--- src/sacft_pkg.sv ---
package sacft_pkg;

   // cache geometry
   localparam int MAX_WAYS     = 8;
   localparam int WAY_W        = $clog2(MAX_WAYS);
   localparam int WAYS_W       = $clog2(MAX_WAYS + 1);
   localparam int MAX_SETS     = 256;
   localparam int SET_W        = $clog2(MAX_SETS);
   localparam int MAX_SET_BITS = SET_W;
   localparam int SBITS_W      = $clog2(MAX_SET_BITS + 1);
   localparam int ADDR_W       = 32;
   localparam int OFF_W        = 5;
   localparam int LINE_W       = WAY_W + SET_W;
   localparam int LINES        = MAX_WAYS * MAX_SETS;

   // per-set metadata row: fifo pointer above the valid bits
   localparam int META_W = MAX_WAYS + WAY_W;

   // config port
   localparam int CSR_ADDR_W = 4;
   localparam int CSR_DATA_W = 32;

   typedef enum logic [1:0] {
      REG_OFFSET_BITS    = 2'd0,
      REG_SET_INDEX_BITS = 2'd1,
      REG_WAYS_IN_USE    = 2'd2
   } reg_index_type;

   // effective (clamped) configuration
   typedef struct packed {
      logic [OFF_W-1:0]   offset_bits;
      logic [SBITS_W-1:0] set_bits;
      logic [WAYS_W-1:0]  ways;
   } cfg_type;

   typedef enum logic [2:0] {
      ST_CLEAR,
      ST_IDLE,
      ST_READ,
      ST_COMPARE,
      ST_EVICT_READ,
      ST_FINISH
   } state_type;

endpackage

--- src/sacft_csr.sv ---
module sacft_csr
   import sacft_pkg::*;
(
   input  logic                  clock,
   input  logic                  reset,
   input  logic                  csr_psel,
   input  logic                  csr_penable,
   input  logic                  csr_pwrite,
   input  logic [CSR_ADDR_W-1:0] csr_paddr,
   input  logic [CSR_DATA_W-1:0] csr_pwdata,
   output logic [CSR_DATA_W-1:0] csr_prdata,
   output logic                  csr_pready,
   output cfg_type               cfg
);

   logic [OFF_W-1:0]   offset_bits_ff;
   logic [SBITS_W-1:0] set_index_bits_ff;
   logic [WAYS_W-1:0]  ways_in_use_ff;
   logic               wr_en;
   reg_index_type      reg_sel;

   assign csr_pready = 1'b1;
   assign wr_en      = csr_psel & csr_penable & csr_pwrite & csr_pready;
   assign reg_sel    = reg_index_type'(csr_paddr[CSR_ADDR_W-1:2]);

   always_ff @(posedge clock) begin
      if (reset) begin
         offset_bits_ff    <= '0;
         set_index_bits_ff <= '0;
         ways_in_use_ff    <= WAYS_W'(1);
      end else if (wr_en) begin
         unique case (reg_sel)
            REG_OFFSET_BITS:    offset_bits_ff    <= csr_pwdata[OFF_W-1:0];
            REG_SET_INDEX_BITS: set_index_bits_ff <= csr_pwdata[SBITS_W-1:0];
            REG_WAYS_IN_USE:    ways_in_use_ff    <= csr_pwdata[WAYS_W-1:0];
            default: ;
         endcase
      end
   end

   always_comb begin
      unique case (reg_sel)
         REG_OFFSET_BITS:    csr_prdata = CSR_DATA_W'(offset_bits_ff);
         REG_SET_INDEX_BITS: csr_prdata = CSR_DATA_W'(set_index_bits_ff);
         REG_WAYS_IN_USE:    csr_prdata = CSR_DATA_W'(ways_in_use_ff);
         default:            csr_prdata = '0;
      endcase
   end

   // clamp to the implemented geometry
   always_comb begin
      cfg.offset_bits = offset_bits_ff;
      if (set_index_bits_ff > SBITS_W'(MAX_SET_BITS))
         cfg.set_bits = SBITS_W'(MAX_SET_BITS);
      else
         cfg.set_bits = set_index_bits_ff;
      if (ways_in_use_ff == '0)
         cfg.ways = WAYS_W'(1);
      else if (ways_in_use_ff > WAYS_W'(MAX_WAYS))
         cfg.ways = WAYS_W'(MAX_WAYS);
      else
         cfg.ways = ways_in_use_ff;
   end

endmodule

--- config.mk ---
export PLATFORM = sky130hd
export DESIGN_NAME = sacft_csr
export DESIGN_NICKNAME = d
export VERILOG_FILES = /design/src/sacft_pkg.sv /design/src/sacft_csr.sv
export SDC_FILE = /design/constraint.sdc
export NUM_CORES = 1
export LEC_CHECK = 0
export ABC_AREA = 1
export BUFFER_PORTS_ARGS = -buffer_cell sky130_fd_sc_hd__buf_2
export CAP_MARGIN = 10
export CORE_ASPECT_RATIO = 0.9
export CORE_MARGIN = 2
export CORE_UTILIZATION = 39
export DETAILED_ROUTE_END_ITERATION = 10
export GPL_TIMING_DRIVEN = 1
export PLACE_DENSITY_LB_ADDON = 0.15
export SLEW_MARGIN = 15
export SYNTH_ARGS = -nofsm -noshare
export SYNTH_HDL_FRONTEND = slang
export SYNTH_SLANG_ARGS = --single-unit
--- constraint.sdc ---
create_clock -name clock -period 1.85 [get_ports clock]
set_clock_uncertainty 0.05 [all_clocks]
set_input_delay 0.0925 -clock clock [delete_from_list [all_inputs] [get_ports clock]]
set_output_delay 0.0925 -clock clock [all_outputs]
set_load 0.01 [all_outputs]
* Word-level counts from Yosys, hierarchy flattened *
Cells that the tools add are included.

storage, ports and cells
  bits in registers = 13
  bits in latches = 0
  bits in writable memories = 0
  memory bits (read-only) = 0
  input port bits = 41
  word-level logic and storage cells = 18
  memories = 0

operators by class
  add/subtract/negate cells = 0
  multiply operators = 0
  div/mod/pow operators = 0
  magnitude comparators = 2
  equal/unequal tests = 2
  shift-type cells = 0
  multiplexer cells = 4
  bitwise gates (word level) = 2
  reductions and logical operators = 5

operators by type and width
  kind                                                   number
  case mux 5 bit (3 select lines)                        1
  2-to-1 mux 4 bit                                       3
  greater-than comparator 4 bit (second input constant)  2
  AND reduction 2 bit                                    3
  logical NOT 4 bit                                      1
  bitwise AND 1 bit                                      2
  equality test 2 x 1 -> 1 bit (second input constant)   1
  equality test 2 bit (second input constant)            1
  logical NOT 2 bit                                      1

* Logic depth before layout (Yosys ltp) *
  word-level depth = 3
  gate-level depth with buffers = 6
  depth with buffers taken out = 5

* Least setup slack after synthesis *
OpenSTA, ideal clock, no wires.

  path kind = reg-to-output
  start point = register set_index_bits_ff[1]
  end point = output cfg[5] (netlist name)
  arrival = 0.730 ns
  required time = 1.707 ns
  slack = 0.977 ns
  cell stages (with the launch flop) = 4
  buffers on the path = 0
  cell sequence = dfxtp_1 -> nor2_1 -> nand2_1 -> a21boi_0

RTL lines
  item                      line             source
  start: declaration        sacft_csr.sv:17  logic [SBITS_W-1:0] set_index_bits_ff;
  start signal: assignment  sacft_csr.sv:34  REG_SET_INDEX_BITS: set_index_bits_ff <= csr_pwdata[SBITS_W-1:0];
  end: declaration          sacft_csr.sv:13  output cfg_type cfg

==> impl_summary.log <==
[metrics] status: finished clean
[metrics] fraction of post-synthesis cell area in the top cell type by area: 28.0%
[metrics] Achievable Freq: 843 MHz
[metrics] number of levels in the clock H-tree: 1
[metrics] category of the critical setup timing path: flip-flop to output pin
[metrics] number of standard cells after synthesis: 147
[metrics] Psw: 0.174 mW
[metrics] hold bufs inserted after CTS: 0
[metrics] Layout Cell Area excl Fill: 1000 um^2
[metrics] routed vias/inst: 4.21
[metrics] std cell rows: 16
[metrics] most area-hungry cell type in the Yosys netlist: sky130_fd_sc_hd__dfxtp_1
[metrics] Seq pwr share: 50.7%
[metrics] gpl congestion: 0.784
[metrics] Worst IR Drop VDD: 0.459 mV
[metrics] max-slew violation count: 0
[metrics] initial cell density of the core: 41.8%
[metrics] unrepaired setup endpoints after global routing: no
[metrics] switch share: 30.4%
[metrics] number of antenna violations at the first check in global routing: 0
[metrics] clock buffer depth: 2
[metrics] sum of negative setup slack: 0 ns
[metrics] number of synthesized register bits: 13
[metrics] DIE AREA: 2790 um^2
[metrics] Primary FF master, synth: sky130_fd_sc_hd__dfxtp_1
[metrics] post-CTS setup buffers: 0
[metrics] leakage dissipation: 0.547 nW
[metrics] post-route insts no fill: 201
[metrics] synth cell count leaders: 32 x sky130_fd_sc_hd__nor2_1, 29 x sky130_fd_sc_hd__buf_4, 27 x sky130_fd_sc_hd__nand2_1
[metrics] kind of end point of the critical path: output pin
[metrics] clock network power share: 30.8%
[metrics] number of flops mapped to enable cells by yosys: 0
[metrics] DRC violations left: 0
[metrics] Int Pwr: 0.399 mW
[metrics] family with the most delay on the worst path: flip-flops
[metrics] core utilization of the finished layout: 45.1%
[metrics] Synthesis Warnings: 0
[metrics] global-route wire length before repair: 2870 um
[metrics] total placed instance area: 976 um^2
[metrics] floorplan die height: 50.3 um
[metrics] power density over cell area: 572 nW/um^2
[metrics] clock insertion delay at the later pin of the skew report: 0.28 ns
[metrics] diode count: 0
[metrics] Worst-Margin Slew: 0.672 ns
[metrics] P&R area growth vs syn: 7.95%
[metrics] critical path data arrival time: 1.04 ns
[metrics] setup slack of the most critical reg-to-reg path: 1.17 ns
[metrics] final hold viol count: 0
[metrics] Seq/Total Area, Yosys: 28.0%
[metrics] reg-to-reg critical path startpoint: set_index_bits_ff[3]
[metrics] buffers plus inverters on the worst setup path: 1
[metrics] maximum number of pins on one net before global-route repair: 14
[metrics] largest stage delay on the critical path: 0.34 ns
[metrics] number of iterations in the first detailed-routing pass: 4
[metrics] library cell with the highest instance count after synthesis: sky130_fd_sc_hd__nor2_1
[metrics] Net count, final: 216
[metrics] startpoint kind of the worst setup timing path: flip-flop
[metrics] fraction of layout cells with a size suffix above 1: 21.8%
[metrics] pre-CTS setup slack: 0.649 ns
[metrics] wire length after detailed routing: 1800 um
[metrics] reported max-cap violation count: 0
[metrics] Placed Instances: 197
[metrics] Critical Path Slowest Stage Cell: sky130_fd_sc_hd__dfxtp_1
[metrics] starting DRC count in detailed routing: 14
[metrics] I/O pin cnt: 87
[metrics] clk sinks: 13
[metrics] biggest fanout along the worst timing path: 4
[metrics] critical path required time: 1.71 ns
[metrics] CTS tree: yes
[metrics] min-delay worst type: input port to flip-flop
[metrics] crit-path cells: nor2_1 > nand2_1 > a21boi_0 > buf_2
[metrics] via count of the first global-routing pass: 673
[metrics] post-cts resize count: 0
[metrics] Max-Slew Margin vs Limit: 55.0%
[metrics] combinational fraction of design power: 18.5%
[metrics] reg-to-reg critical path endpoint: set_index_bits_ff[3]
[metrics] length in cells of the worst reg-to-reg path: 2
[metrics] global route total overflow: 0
[metrics] count of input and output buffers: 29
[metrics] final worst setup slack: 0.664 ns
[metrics] cell types with the largest area share after synthesis: sky130_fd_sc_hd__dfxtp_1 28%, sky130_fd_sc_hd__buf_4 23%, sky130_fd_sc_hd__nor2_1 13%
[metrics] worst setup path startpoint: set_index_bits_ff[1]
[metrics] routed wire length per instance: 8.95 um
[metrics] Finish-stage setup viols: 0
[metrics] TritonCTS Buffers: 3
[metrics] Detail Route Antenna Nets: 0
[metrics] worst setup path endpoint: cfg[5]
[metrics] die extent in x: 55.4 um
[metrics] number of cells on the critical path: 4
[metrics] Tmin final: 1.19 ns
[metrics] total vias in the final route: 846
[metrics] async set-or-reset flop fraction in the synthesized netlist: 0%
[metrics] clock transition at the registers of the reported paths: 0.08 ns
[metrics] cell at the root of the clock tree: sky130_fd_sc_hd__clkbuf_4
[metrics] post-synthesis instance area: 928 um^2
[metrics] placeable core area: 2220 um^2
[metrics] HPWL after DPL: 1510 um
[metrics] syn_area_per_cell: 6.32 um^2
[metrics] overall routing resource usage: 13.2%
[metrics] Final period util: 64.1%
[metrics] distinct cell type count of the synthesized netlist: 15
[flip-flops by register name, summed over array words and instances (netlist names)]
register and flops:
offset_bits_ff 5, ways_in_use_ff 4, set_index_bits_ff 4
[worst min-delay path, stage by stage]
cell and delay, ns:
sky130_fd_sc_hd__buf_2 0.09, sky130_fd_sc_hd__nand2_1 0.05, sky130_fd_sc_hd__nand3_1 0.07
[routing by layer]
layer	GRT usage [%]	routed length, um	vias to the layer above
met5	0	0	-
met4	3.66	14	0
met2	20.6	785	37
met3	5.15	147	2
met1	17.0	851	361
li1	-	-	446
[layout by cell type (no fill, tap or decap)]
master                     instances
sky130_fd_sc_hd__clkbuf_1          1
sky130_fd_sc_hd__clkbuf_4          3
sky130_fd_sc_hd__buf_2            29
sky130_fd_sc_hd__a21oi_1           1
sky130_fd_sc_hd__inv_1            14
sky130_fd_sc_hd__nor2_4            1
sky130_fd_sc_hd__dfxtp_1          13
sky130_fd_sc_hd__o211ai_1          3
sky130_fd_sc_hd__nand2_1          27
sky130_fd_sc_hd__a21boi_0          1
sky130_fd_sc_hd__o21ai_0           1
sky130_fd_sc_hd__nor2_2            5
sky130_fd_sc_hd__nor2_1           32
sky130_fd_sc_hd__nand3_1          15
sky130_fd_sc_hd__conb_1           28
[worst min path at each step]
stage	depth (start not counted)	slack, ns	startpoint	endpoint
3_5_place_dp	3	0.29	csr_pwdata[0]	ways_in_use_ff[0]
5_1_grt	3	0.01	csr_pwdata[0]	ways_in_use_ff[0]
2_1_floorplan	2	0.17	csr_pwdata[0]	ways_in_use_ff[0]
3_3_place_gp	3	0.29	csr_pwdata[0]	ways_in_use_ff[0]
4_1_cts	3	0.003	csr_pwdata[0]	ways_in_use_ff[0]
6_report	3	0.004	csr_pwdata[0]	ways_in_use_ff[0]
[metrics by stage]
stage	hold WS, ns	total power [mW]
global placement	0.291	0.402
finish	0.00356	0.573
detailed placement	0.288	0.403
global route	0.0105	0.607
floorplan	0.169	0.416
CTS	0.00305	0.577
[power groups by stage]
stage	clock network (mW)	logic (mW)	registers (mW)
5_1_grt	0.195	0.120	0.292
6_report	0.177	0.106	0.291
3_5_place_dp	0	0.105	0.297
2_1_floorplan	0	0.119	0.297
4_1_cts	0.181	0.105	0.291
3_3_place_gp	0	0.105	0.297
[cell type report]
class / count / area (um^2)
fill: 255 / 1220
sequential: 13 / 260
tap: 27 / 33.8
clock buffer: 4 / 26.3
inverter: 14 / 52.6
timing repair buffer: 29 / 145
multi-input combinational: 114 / 484
[kinds of logic after synthesis]
group	share of synthesized area (%)
flops	28.0
compound gates	4.31
simple gates	36.5
buf+inv	30.3
other cells	0.809
(Power assumes the default switching activity.)
